**config.mk**
```make
export PLATFORM = sky130hd
export DESIGN_NAME = cmag_pre
export DESIGN_NICKNAME = d
export VERILOG_FILES = /design/src/design/assert_macros.svh /design/src/design/cmag_pkg.sv /design/src/design/cmag_pre.sv
export SDC_FILE = /design/constraint.sdc
export NUM_CORES = 1
export LEC_CHECK = 0
export ABC_AREA = 0
export BUFFER_PORTS_ARGS = -buffer_cell sky130_fd_sc_hd__buf_2
export CELL_PAD_IN_SITES_DETAIL_PLACEMENT = 0
export CELL_PAD_IN_SITES_GLOBAL_PLACEMENT = 1
export CORE_MARGIN = 5
export CORE_UTILIZATION = 28
export CTS_CLUSTER_DIAMETER = 50
export DETAILED_ROUTE_END_ITERATION = 8
export MAX_ROUTING_LAYER = met4
export PLACE_DENSITY = 0.86
export SKIP_CTS_REPAIR_TIMING = 1
export SYNTH_ARGS = -nofsm -noshare
export SYNTH_HDL_FRONTEND = slang
export SYNTH_SLANG_ARGS = --single-unit
```
**constraint.sdc**
```tcl
create_clock -name clk_i -period 0.8 [get_ports clk_i]
set_input_delay 0.04 -clock clk_i [delete_from_list [all_inputs] [get_ports clk_i]]
set_output_delay 0.04 -clock clk_i [all_outputs]
set_load 0.01 [all_outputs]
```
**src/design/assert_macros.svh**
```systemverilog
// Assertion helpers shared by the RTL.
`ifndef ASSERT_MACROS_SVH
`define ASSERT_MACROS_SVH

// Checked only while out of reset.
`define ASSERT_RST(label, clk, rst_n, prop, msg) \
  label: assert property (@(posedge clk) disable iff (!rst_n) prop) else $error(msg);

// Checked at every edge; the property itself must be safe across reset.
`define ASSERT_ALWAYS(label, clk, prop, msg) \
  label: assert property (@(posedge clk) prop) else $error(msg);

`endif

```
**src/design/cmag_pkg.sv**
```systemverilog
package cmag_pkg;

  localparam int LANES      = 2;
  localparam int ITERATIONS = 16;
  localparam int COMP_W     = 28;
  localparam int MAG_W      = 28;
  localparam int FRAC_BITS  = 12;
  localparam int GAIN_W     = 12;

  // 0.607252935 truncated to 12 fractional bits
  localparam logic [GAIN_W-1:0] GAIN_Q12 = 12'd2487;

  // abs << FRAC_BITS plus headroom for the CORDIC gain and a sign bit
  localparam int XW     = COMP_W + FRAC_BITS + 3;
  localparam int PROD_W = XW - 1 + GAIN_W;
  localparam int SCL_W  = PROD_W - 2 * FRAC_BITS;
  localparam int LAST   = ITERATIONS - 1;

  // input register + one stage per iteration + gain/saturate stage
  localparam int LATENCY = ITERATIONS + 2;

  localparam logic MODE_CORDIC = 1'b0;
  localparam logic MODE_AMBM   = 1'b1;

  typedef logic signed [COMP_W-1:0] comp_t;
  typedef logic [COMP_W-1:0]        ucomp_t;
  typedef logic signed [XW-1:0]     acc_t;
  typedef logic [MAG_W-1:0]         mag_t;

  typedef struct packed {
    logic valid;
    logic mode;
    logic frame_end;
  } ctl_t;

endpackage

```
**src/design/cmag_pre.sv**
```systemverilog
module cmag_pre (
  input  logic                     clk_i,
  input  logic                     rst_ni,
  input  cmag_pkg::ctl_t           ctl_i,
  input  cmag_pkg::comp_t          re_i  [cmag_pkg::LANES],
  input  cmag_pkg::comp_t          im_i  [cmag_pkg::LANES],
  output cmag_pkg::ctl_t           ctl_o,
  output cmag_pkg::acc_t           x_o   [cmag_pkg::LANES],
  output cmag_pkg::acc_t           y_o   [cmag_pkg::LANES]
);

  cmag_pkg::ctl_t ctl_q;
  cmag_pkg::acc_t x_q [cmag_pkg::LANES];
  cmag_pkg::acc_t y_q [cmag_pkg::LANES];
  cmag_pkg::acc_t x_d [cmag_pkg::LANES];
  cmag_pkg::acc_t y_d [cmag_pkg::LANES];

  localparam int PAD_W = cmag_pkg::XW - cmag_pkg::COMP_W - cmag_pkg::FRAC_BITS;

  // Most negative value negates to 2^(COMP_W-1), which still fits unsigned.
  function automatic cmag_pkg::ucomp_t abs_val(input cmag_pkg::comp_t v);
    cmag_pkg::ucomp_t r;
    if (v[cmag_pkg::COMP_W-1]) begin
      r = ~cmag_pkg::ucomp_t'(v) + cmag_pkg::ucomp_t'(1);
    end else begin
      r = cmag_pkg::ucomp_t'(v);
    end
    return r;
  endfunction

  always_comb begin
    for (int l = 0; l < cmag_pkg::LANES; l++) begin
      x_d[l] = cmag_pkg::acc_t'({{PAD_W{1'b0}}, abs_val(re_i[l]),
                                 {cmag_pkg::FRAC_BITS{1'b0}}});
      y_d[l] = cmag_pkg::acc_t'({{PAD_W{1'b0}}, abs_val(im_i[l]),
                                 {cmag_pkg::FRAC_BITS{1'b0}}});
    end
  end

  always_ff @(posedge clk_i or negedge rst_ni) begin
    if (!rst_ni) begin
      ctl_q <= '0;
    end else begin
      ctl_q <= ctl_i;
    end
  end

  always_ff @(posedge clk_i) begin
    x_q <= x_d;
    y_q <= y_d;
  end

  assign ctl_o = ctl_q;
  assign x_o   = x_q;
  assign y_o   = y_q;

endmodule

```
* Word-level counts from Yosys, hierarchy flattened
Cells that the tools add are included.
Cells by class: $add $sub $neg 4, multiply operators 0, div/mod/pow operators 0, $lt $le $gt $ge 0, equality and inequality tests 0, shift-type cells 0, multiplexer cells 4, bitwise operators 4, reduce and logical (&&, ||, !) cells 0
Operators with widths (count):
- $add A28 B1 Y28 const B | 4
- $not A28 Y28 | 4
- $mux W27 | 4
Storage, ports and cells: register bits 115, bits in latches 0, RAM bits 0, ROM bits 0, output and inout port bits 175, memories kept 0

* Longest topological paths before layout
word-level depth 3, gate-level depth with buffers 6, gate-level depth less buffers 6

* Worst setup path after synthesis
No wires, ideal clock.
kind input to register, start input port im_i[21] (netlist bit), end register y_q, in the netlist y_o[39], library setup time 75 ps, data arrival time 1485 ps, path slack -760 ps, stages on the path 4, path buffers 0, cell sequence or4_4 -> or3_4 -> or4b_4 -> nor3_2
On the way: word-level cells in the longest chain between the ends 2
RTL lines:
- start: declaration | line cmag_pre.sv:6 | input cmag_pkg::comp_t im_i [cmag_pkg::LANES],
- $not A28 Y28 | line cmag_pre.sv:24 | r = ~cmag_pkg::ucomp_t'(v) + cmag_pkg::ucomp_t'(1);
- $add A28 B1 Y28 | line cmag_pre.sv:24
- end signal: assignment | line cmag_pre.sv:50 | y_q <= y_d;
- end: declaration | line cmag_pre.sv:14 | cmag_pkg::acc_t y_q [cmag_pkg::LANES];
No other way between the ends. A chain may end at the register's enable or synchronous reset.

* Final worst setup path
start input port im_i[22] (netlist bit), end register y_q, in the netlist y_o[39]
The elaborated chain is that of the path after synthesis.

==> run metrics <==
CP Class primary input to register; worst vdd ir 1.336 mV; GRT overflow 0; Core Util, Final 0.6339; main flop type after synthesis dfxtp_1; Yosys cell types 33; share of Yosys cell area claimed by the top area cell type 0.4423; Layout Nets 1138; dominant cells by area after synthesis dfxtp_1, xnor2_1, buf_4; Hold WC Path Type primary input to register; RD Place Congestion 0.8676; PwrDens 1766 nW/um^2; via count 5757; cell-by-cell trace of the critical path buf_2, or4_4, or3_4, or4b_4, nor3_2; WL/cell 17.44 um; largest net degree at the start of global routing 25; clock sink total 115; synthesized cell area 5070 sq um; Filler cells 1285; DRT Wirelength 21.95 mm; Initial Util 0.2832; WP data required 1.13 ns; fin crit period 1.332 ns; DRT Pass-1 Iters 4; residual DRC count 0; final-report max-slew violation count 0; Core ar. 17900 sq um; Yosys reg bits 115; Worst Path Arrival 1.66 ns; Crit. End Element register; DR vias/cell 4.573; synth cell count leaders dfxtp_1, xnor2_1, buf_4, o31ai_1, nand2_1; die width 144.6 um; count of final setup violators 183; Max FO, Critical Path 3; failing checks negative hold slack, negative setup slack; Post-synth ARST share 0.02609; count of flip-flops with a built-in enable after synthesis 0; Final ANT Viol Nets 0; total CTS buffers 17; Rows 49; outcome finished, violations left; Worst Setup Slack, final -0.5320 ns; CP max stage cell or4_4; syn avg cell area 10.02 sq um; Hold Path Sink y_o[39]; worst hold slack -0.05129 ns; post-route design area 11350 sq um; RSZ-0062 raised after global routing true; Total Die Area 20900 sq um; most numerous cell in the Yosys netlist dfxtp_1; num ports 292; Cell Count, Final, Fillers Out 1259; CTS tree built; setup tns final -20.93 ns; max incr delay on CP 0.53 ns; leakage 4.836 nW; HPWL Detailed 13.25 mm; first-pass GRT wire length 24.66 mm; placed standard-cell area 7976 sq um; top cell type by total area after synthesis dfxtp_1; cell count after synthesis 506; Port Buffer Count 231; CTS root buf clkbuf_16; Seq/Total Area, Yosys 0.4571; # H-tree levels 4; GRT Util Overall 0.1546; Die Y 144.6 um; synth warn 0; clk slew on worst S/H paths 0.06 ns; antenna fix cells 0; CTS Buffer Depth 2; Syn-to-layout area delta 123.8%; hold path start im_i[26]; initial detailed-routing violation count 200; CP startpoint kind primary input; number of global-route vias before repair 5030; MaxCap Viol Count 0; cell total after placement 1109; initial antenna violation count 0; Hold Crit Depth 3; layout cells sized above 1 0.6252; Final period util 1.665; Final Hold Fails 8; achievable frequency 0.7507 GHz
sequential cells by signal, indices dropped and copies added (netlist names):
register and cells:
y_o 56, x_o 56, ctl_o 3
placed cells by master (no fill, tap or decap), types with 6 or more instances in the layout:
cell type | netlist | routed
buf_12 | 0 | 7
buf_2 | 0 | 142
buf_4 | 60 | 148
buf_6 | 0 | 105
buf_8 | 0 | 9
bufinv_16 | 0 | 6
clkbuf_16 | 0 | 17
conb_1 | 1 | 60
dfxtp_1 | 112 | 51
dfxtp_2 | 0 | 61
dlygate4sd3_1 | 0 | 94
nand2_1 | 34 | 28
nand2b_1 | 8 | 7
nand3_4 | 0 | 6
nor2_1 | 9 | 8
nor4_4 | 0 | 13
o21ai_0 | 21 | 7
o21ai_2 | 0 | 18
o31ai_1 | 37 | 7
o31ai_4 | 0 | 26
o41ai_2 | 2 | 7
o41ai_4 | 0 | 9
or4_4 | 2 | 6
xnor2_1 | 100 | 96
how the worst max path moves through the flow:
stage          endpoint  startpoint  slack, ns  depth (start not counted)
3_5_place_dp    y_o[39]    im_i[21]      -0.90                          5
3_3_place_gp    y_o[39]    im_i[21]      -0.87                          5
5_1_grt         y_o[39]    im_i[22]      -0.53                          5
2_1_floorplan   y_o[39]    im_i[21]      -0.76                          4
4_1_cts         y_o[39]    im_i[21]      -0.47                          5
6_report        y_o[39]    im_i[22]      -0.53                          5
final cells by class:
| class | count | area (sq um) | share of cell area |
|---|---|---|---|
| timing repair buffer | 505 | 4220 | 0.3719 |
| multi-input combinational | 366 | 3680 | 0.3243 |
| clock inverter | 15 | 252.7 | 0.02227 |
| tap | 229 | 286.5 | 0.02525 |
| clock buffer | 17 | 425.4 | 0.03749 |
| inverter | 12 | 90.09 | 0.007938 |
| sequential | 115 | 2394 | 0.2109 |
report_power, final:
group          leakage, nW  internal [mW]  total, mW  switching (mW)
clock network        0.324           5.88       8.84            2.96
registers            0.980           6.39       6.64           0.251
logic                 3.53           2.50       4.56            2.06
critical path, delay by kind of cell:
kind                   cells  cell delay (ns)
buffers and inverters      1             0.12
and+or+nand+nor            4             1.51
metal layers:
layer	wire, um	global-route usage	vias to the layer above
met1	7765	0.1780	2762
met2	12240	0.2658	257
met3	1368	0.03505	45
li1	-	-	2693
met4	575	0.05155	0
met5	0	-	-
stage by stage:
| stage | power (mW) | worst slack [ns] |
|---|---|---|
| 2_1_floorplan | 8.180 | -0.7591 |
| 3_3_place_gp | 9.791 | -0.8734 |
| 3_5_place_dp | 9.843 | -0.8996 |
| 4_1_cts | 18.71 | -0.4656 |
| 5_1_grt | 20.77 | -0.5289 |
| 6_report | 20.04 | -0.5320 |
cells by family after synthesis:
group           share of synthesized area
compound gates                     0.1194
xor+xnor                           0.1728
fa+ha+maj                        0.009872
buf+inv                            0.1066
flops                              0.4571
other cells                     0.0007397
simple gates                       0.1335
Note: power is estimated with default switching activity, not from simulation.
