**src/design/assert_macros.svh**
```systemverilog
// Assertion helpers shared by the RTL.
`ifndef ASSERT_MACROS_SVH
`define ASSERT_MACROS_SVH

// Checked only while out of reset.
`define ASSERT_RST(label, clk, rst_n, prop, msg) \
  label: assert property (@(posedge clk) disable iff (!rst_n) prop) else $error(msg);

// Checked at every edge; the property itself must be safe across reset.
`define ASSERT_ALWAYS(label, clk, prop, msg) \
  label: assert property (@(posedge clk) prop) else $error(msg);

`endif

```
**src/design/cmag_pkg.sv**
```systemverilog
package cmag_pkg;

  localparam int LANES      = 2;
  localparam int ITERATIONS = 16;
  localparam int COMP_W     = 28;
  localparam int MAG_W      = 28;
  localparam int FRAC_BITS  = 12;
  localparam int GAIN_W     = 12;

  // 0.607252935 truncated to 12 fractional bits
  localparam logic [GAIN_W-1:0] GAIN_Q12 = 12'd2487;

  // abs << FRAC_BITS plus headroom for the CORDIC gain and a sign bit
  localparam int XW     = COMP_W + FRAC_BITS + 3;
  localparam int PROD_W = XW - 1 + GAIN_W;
  localparam int SCL_W  = PROD_W - 2 * FRAC_BITS;
  localparam int LAST   = ITERATIONS - 1;

  // input register + one stage per iteration + gain/saturate stage
  localparam int LATENCY = ITERATIONS + 2;

  localparam logic MODE_CORDIC = 1'b0;
  localparam logic MODE_AMBM   = 1'b1;

  typedef logic signed [COMP_W-1:0] comp_t;
  typedef logic [COMP_W-1:0]        ucomp_t;
  typedef logic signed [XW-1:0]     acc_t;
  typedef logic [MAG_W-1:0]         mag_t;

  typedef struct packed {
    logic valid;
    logic mode;
    logic frame_end;
  } ctl_t;

endpackage

```
**src/design/cmag_post.sv**
```systemverilog
`include "assert_macros.svh"

module cmag_post (
  input  logic                     clk_i,
  input  logic                     rst_ni,
  input  cmag_pkg::ctl_t           ctl_i,
  input  cmag_pkg::acc_t           x_i   [cmag_pkg::LANES],
  output cmag_pkg::ctl_t           ctl_o,
  output cmag_pkg::mag_t           mag_o [cmag_pkg::LANES]
);

  cmag_pkg::ctl_t ctl_q;
  cmag_pkg::mag_t mag_q [cmag_pkg::LANES];
  cmag_pkg::mag_t mag_d [cmag_pkg::LANES];

  // gain multiply and floor in CORDIC mode (AMBM passes x through), clamp negative to zero, saturate
  function automatic cmag_pkg::mag_t finish(input cmag_pkg::acc_t x, input logic mode);
    logic [cmag_pkg::PROD_W-1:0] prod;
    logic [cmag_pkg::XW-1:0]     cand;
    prod = {{cmag_pkg::GAIN_W{1'b0}}, x[cmag_pkg::XW-2:0]} *
           {{(cmag_pkg::XW-1){1'b0}}, cmag_pkg::GAIN_Q12};
    if (mode == cmag_pkg::MODE_AMBM) begin
      cand = x;
    end else if (x[cmag_pkg::XW-1]) begin
      cand = '0;
    end else begin
      cand = {{(cmag_pkg::XW-cmag_pkg::SCL_W){1'b0}},
              prod[cmag_pkg::PROD_W-1:2*cmag_pkg::FRAC_BITS]};
    end
    if (|cand[cmag_pkg::XW-1:cmag_pkg::MAG_W]) begin
      return '1;
    end
    return cand[cmag_pkg::MAG_W-1:0];
  endfunction

  always_comb begin
    for (int l = 0; l < cmag_pkg::LANES; l++) begin
      mag_d[l] = finish(x_i[l], ctl_i.mode);
    end
  end

  always_ff @(posedge clk_i or negedge rst_ni) begin
    if (!rst_ni) begin
      ctl_q <= '0;
    end else begin
      ctl_q <= ctl_i;
    end
  end

  always_ff @(posedge clk_i) begin
    mag_q <= mag_d;
  end

  assign ctl_o = ctl_q;
  assign mag_o = mag_q;

  // x only grows from a non-negative start, so the clamp to zero never fires
  for (genvar l = 0; l < cmag_pkg::LANES; l++) begin : g_chk
    `ASSERT_ALWAYS(a_x_nonneg, clk_i, (ctl_i.valid && (ctl_i.mode == cmag_pkg::MODE_CORDIC)) |-> !x_i[l][cmag_pkg::XW-1], "CORDIC x went negative")
  end

endmodule
```
**config.mk**
```make
export PLATFORM = sky130hd
export DESIGN_NAME = cmag_post
export DESIGN_NICKNAME = d
export VERILOG_FILES = /design/src/design/cmag_pkg.sv /design/src/design/cmag_post.sv
export VERILOG_INCLUDE_DIRS = /design/src /design/src/design
export SDC_FILE = /design/constraint.sdc
export NUM_CORES = 1
export LEC_CHECK = 0
export ABC_CLOCK_PERIOD_IN_PS = 800
export BUFFER_PORTS_ARGS = -buffer_cell sky130_fd_sc_hd__buf_2
export CORE_AREA = 2 2 210 212
export DETAILED_ROUTE_END_ITERATION = 10
export DIE_AREA = 0 0 212 214
export PLACE_DENSITY = 0.67
export SYNTH_ARGS = -nofsm -noshare
export SYNTH_HDL_FRONTEND = slang
export SYNTH_SLANG_ARGS = --single-unit
export TNS_END_PERCENT = 1
```
**constraint.sdc**
```tcl
create_clock -name clk_i -period 0.8 [get_ports clk_i]
set_input_delay 0.16 -clock clk_i [delete_from_list [all_inputs] [get_ports clk_i]]
set_output_delay 0.16 -clock clk_i [all_outputs]
set_load 0.01 [all_outputs]
```
## Yosys cells after proc, flatten, opt, wreduce, memory -nomap -nowiden

Index checks and enable logic that the tools add are counted.

| storage, ports and cells | value |
|---|---|
| bits in registers | 59 |
| input port bits | 91 |
| output and inout bits | 59 |

| cells by class | value |
|---|---|
| multiply operators | 2 |
| muxes and demuxes | 10 |
| reductions and logical operators | 2 |

Operators with widths:

| kind | number |
|---|---|
| $mux W28 | 4 |
| $mul A42 B12 Y54 const B | 2 |
| $mux W43 | 2 |
| $mux W30 | 2 |
| $reduce_or A15 Y1 | 2 |
| $mux W1 | 2 |

## Depth between registers and ports, before layout

| depth | value |
|---|---|
| word-level depth | 6 |
| gate-level depth with buffers | 22 |
| gate-level depth less buffers | 20 |

## Worst setup path after synthesis

No wires, ideal clock.

| timing path | value |
|---|---|
| kind | input -> register |
| from | in x_i[19] (netlist bit) |
| to | reg mag_q (netlist bit mag_o[11]) |
| library setup time | 0.120 ns |
| arrival time | 5.051 ns |
| data required time | 0.680 ns |
| path slack | -4.371 ns |
| stages on the path | 21 |
| path buffers | 1 |
| cell sequence | ha_1 -> inv_1 -> fa_1 -> inv_1 -> fa_1 -> fa_1 -> inv_1 -> fa_1 -> inv_1 -> ha_1 -> a21oi_1 -> o21ai_1 -> a21oi_1 -> o21ai_1 -> a2111oi_2 -> o21ai_2 -> a2111oi_0 -> o21ai_1 -> o221a_4 -> buf_6 -> a211o_1 |

| on the way | value |
|---|---|
| longest elaborated chain between the ends | 6 |

Ends and longest elaborated chain:

| element | line | text |
|---|---|---|
| start, declared | cmag_post.sv:7 | `input cmag_pkg::acc_t x_i [cmag_pkg::LANES],` |
| $mul A42 B12 Y54 * | cmag_post.sv:20 | `prod = {{cmag_pkg::GAIN_W{1'b0}}, x[cmag_pkg::XW-2:0]} *` |
| $mux W30 * | cmag_post.sv:24 | `end else if (x[cmag_pkg::XW-1]) begin` |
| $mux W43 * | cmag_post.sv:22 | `if (mode == cmag_pkg::MODE_AMBM) begin` |
| $reduce_or A15 Y1 | cmag_post.sv:30 | `if (\|cand[cmag_pkg::XW-1:cmag_pkg::MAG_W]) begin` |
| $mux W1 | cmag_post.sv:30 |  |
| $mux W28 * | cmag_post.sv:33 | `return cand[cmag_pkg::MAG_W-1:0];` |
| end signal, assigned | cmag_post.sv:51 | `mag_q <= mag_d;` |
| end, declared | cmag_post.sv:13 | `cmag_pkg::mag_t mag_q [cmag_pkg::LANES];` |

Every way passes the cells marked *; elsewhere a longest branch is shown, timed or not.

## Final worst setup path

| timing path | value |
|---|---|
| from | in x_i[24] (netlist bit) |
| to | reg mag_q (netlist bit mag_o[9]) |

Same word-level chain as after synthesis.

==> results_dict.tcl <==
set metrics [dict create \
    firstDrtPassIters 7 \
    port_buffers 149 \
    rsz0062_at_grt "true" \
    violations "setup timing" \
    grt_overflow 0 \
    cts_buffers 9 \
    cts.reportedPaths.clkPinSlew_ns 0.06 \
    gp_congestion 0.986 \
    crit_path_max_incr_delay_ns 0.49 \
    cts_root_buf "clkbuf_16" \
    grt_antenna_before_repair 0 \
    worstMarginPinSlew_ns 0.557 \
    syn-cell-area_um2 21300 \
    dieWidth_um 212 \
    worstSetupEndpointType "register" \
    ant_nets 0 \
    synth_area_per_cell_um2 9.65 \
    cp.arrival_ns 5.30 \
    synth-async-reset-ratio_pct 5.08 \
    synth_nets 3084 \
    worst_hold_slack_ns 0.105 \
    drive_gt1_share_pct 31.8 \
    ys.flop_type "dfxtp_1" \
    grt_pass1_vias 19900 \
    drv_cap 0 \
    design.die.area_um2 45400 \
    setup_slack_ns -4.26 \
    viasPerCell 5.15 \
    final_area_um2 29000 \
    grt_usage_pct 27.9 \
    ys_seq_elements 59 \
    rows 76 \
    wl_per_cell_um 17.6 \
    multiInputGateArea_um2 18700 \
    finalHoldViolCount 0 \
    drtIter0Drc 926 \
    fp.dieH_um 214 \
    fillers 3293 \
    slew_viol_final 0 \
    slew_headroom_pct 61.9 \
    routed_wl_mm 61.5 \
    cts_tree "yes" \
    cts_sinks 59 \
    ys_warn_count 0 \
    core_um2 42900 \
    start_kind "input port" \
    setup_tns_ns -241.33 \
    crit_top_cell "inv_1" \
    vias 18000 \
    synth.distinct_cells 66 \
    synth-edff-count 0 \
    start_util_pct 49.6 \
    status "finished with violations" \
    dpl_cell_area_um2 27100 \
    route.detailed.drc 0 \
    cp.required_ns 1.04 \
    layout_worst_path_cycle_share_pct 632 \
    slowest_stage "fa_1" \
    diodes 0 \
    path_cells "clkbuf_4, ha_4, inv_1, fa_1, inv_1, fa_2, fa_1, inv_1, fa_1, inv_1, ha_4, a21oi_1, o21ai_2, a21oi_2, o21ai_2, a2111oi_2, o21ai_2, a2111oi_4, o21ai_4, o221a_4, a221o_1" \
    final-setup-viol-count 115 \
    yosysSeqAreaShare_pct 5.62 \
    dpl.cell_count 3460 \
    crit_fanout 6 \
    worstSetupPathType "in2reg" \
    netlist_instances 2205 \
    ff_latch_area_um2 1270 \
    grt_pass1_wl_mm 99.5 \
    fmax_ghz 0.198 \
    syn2layout_area_growth_pct 36.0 \
    hp-class "in2async" \
    grt_start_max_net_pins 36 \
    place_hpwl_mm 53.1 \
    layoutNonFillerInstCount 3496 \
    io_pins 150 \
    h-tree-depth 3 \
    finalCriticalPeriod_ns 5.06 \
    cts.path.max_buffers 2 \
    nets 3785 \
]
## repair_timing
item | 4_1_cts | 5_1_grt
gates resized for setup | 157 | 118
setup endpoints to repair | 115 | 115
pin swaps | 25 | 46
buffers inserted | 4 | 10
hold buffers | 3 | 0
cloned | 3 | 0
hold endpoints to repair | 5 | 0
## logic make-up after synthesis
logic type,after synthesis,share of synthesized area [%]
adder cells (fa/ha/maj),788,62.1
buffers and inverters,684,12.1
AO/OA/AOI/OAI,353,11.4
AND/OR/NAND/NOR,243,5.52
XOR/XNOR,77,3.17
flip-flops,59,5.62
multiplexers,1,0.0470
## cell usage after synthesis, drive strengths merged, types with 20 or more instances
library cell  instances  area share [%]
a21o                 57             2.0
a21oi                88             2.1
a221o                20            0.94
clkbuf               22            0.39
dfxtp                56             5.3
fa                  448              42
ha                  340              20
inv                 657              12
nand2                91             1.6
nand3                23            0.56
nor2                 44            0.78
o21ai                51             1.2
xnor2                40             1.6
xor2                 37             1.5
## final timing paths
path / startpoint / endpoint
setup / recovery: x_i[24] / mag_o[9]$_SDFF_PP1_
hold / removal: rst_ni / ctl_o[0]$_DFF_PN0_
max in group asynchronous: rst_ni / ctl_o[2]$_DFF_PN0_
min in group clk_i: x_i[43] / mag_o[28]$_SDFF_PP1_
## state kept, by name, summed over array words and instances (netlist names)
| register | flops |
|---|---|
| mag_o | 56 |
| ctl_o | 3 |
## layer usage
layer  part of all wire (%)  wire, um  global-route usage (%)  vias up
met5                      0         0                       0        -
met4                    4.2      2580                    10.8        0
met3                    3.8      2360                    3.03      155
met2                     50     30500                    48.2      444
met1                     42     26000                    36.0     8993
li1                       -         -                       -     8411
## area by class of cell
| cell class | count | share of cell area [%] |
|---|---|---|
| Clock buffer | 12 | 0.925 |
| Inverter | 658 | 8.53 |
| Sequential cell | 59 | 4.40 |
| Timing Repair Buffer | 713 | 18.7 |
| Multi-Input combinational cell | 1465 | 64.7 |
| Clock inverter | 4 | 0.242 |
| Tap cell | 585 | 2.53 |
## layout by cell type, fill, tap and decap left out, types with 15 or more instances in the layout
cell type	count
dfxtp_2	36
xnor2_1	34
buf_2	86
a221o_1	20
o21ai_1	15
a21oi_2	18
o21ai_0	30
inv_1	650
a21o_1	57
nor2_1	43
ha_1	279
xor2_1	33
buf_6	54
o211ai_1	18
nand2_1	90
ha_4	54
a21oi_1	68
nand3_1	22
fa_1	442
buf_4	556
nand4_1	16
## through the flow
step | utilization (%) | worst slack (ns)
6_report | 67.5 | -4.26
5_1_grt | 67.5 | -4.45
4_1_cts | 66.1 | -4.17
3_5_place_dp | 63.3 | -4.85
3_3_place_gp | 63.3 | -4.83
2_1_floorplan | - | -4.12
## worst max-delay path: cells and delay by family
family	cells	cell delay, ns
adder cells (fa/ha/maj)	6	2.44
AO/OA/AOI/OAI	10	2.24
buffers and inverters	5	0.41
Power is left out: the tool's default activity adds up to more than one toggle a clock period on the data nets, which glitch-free logic cannot reach.
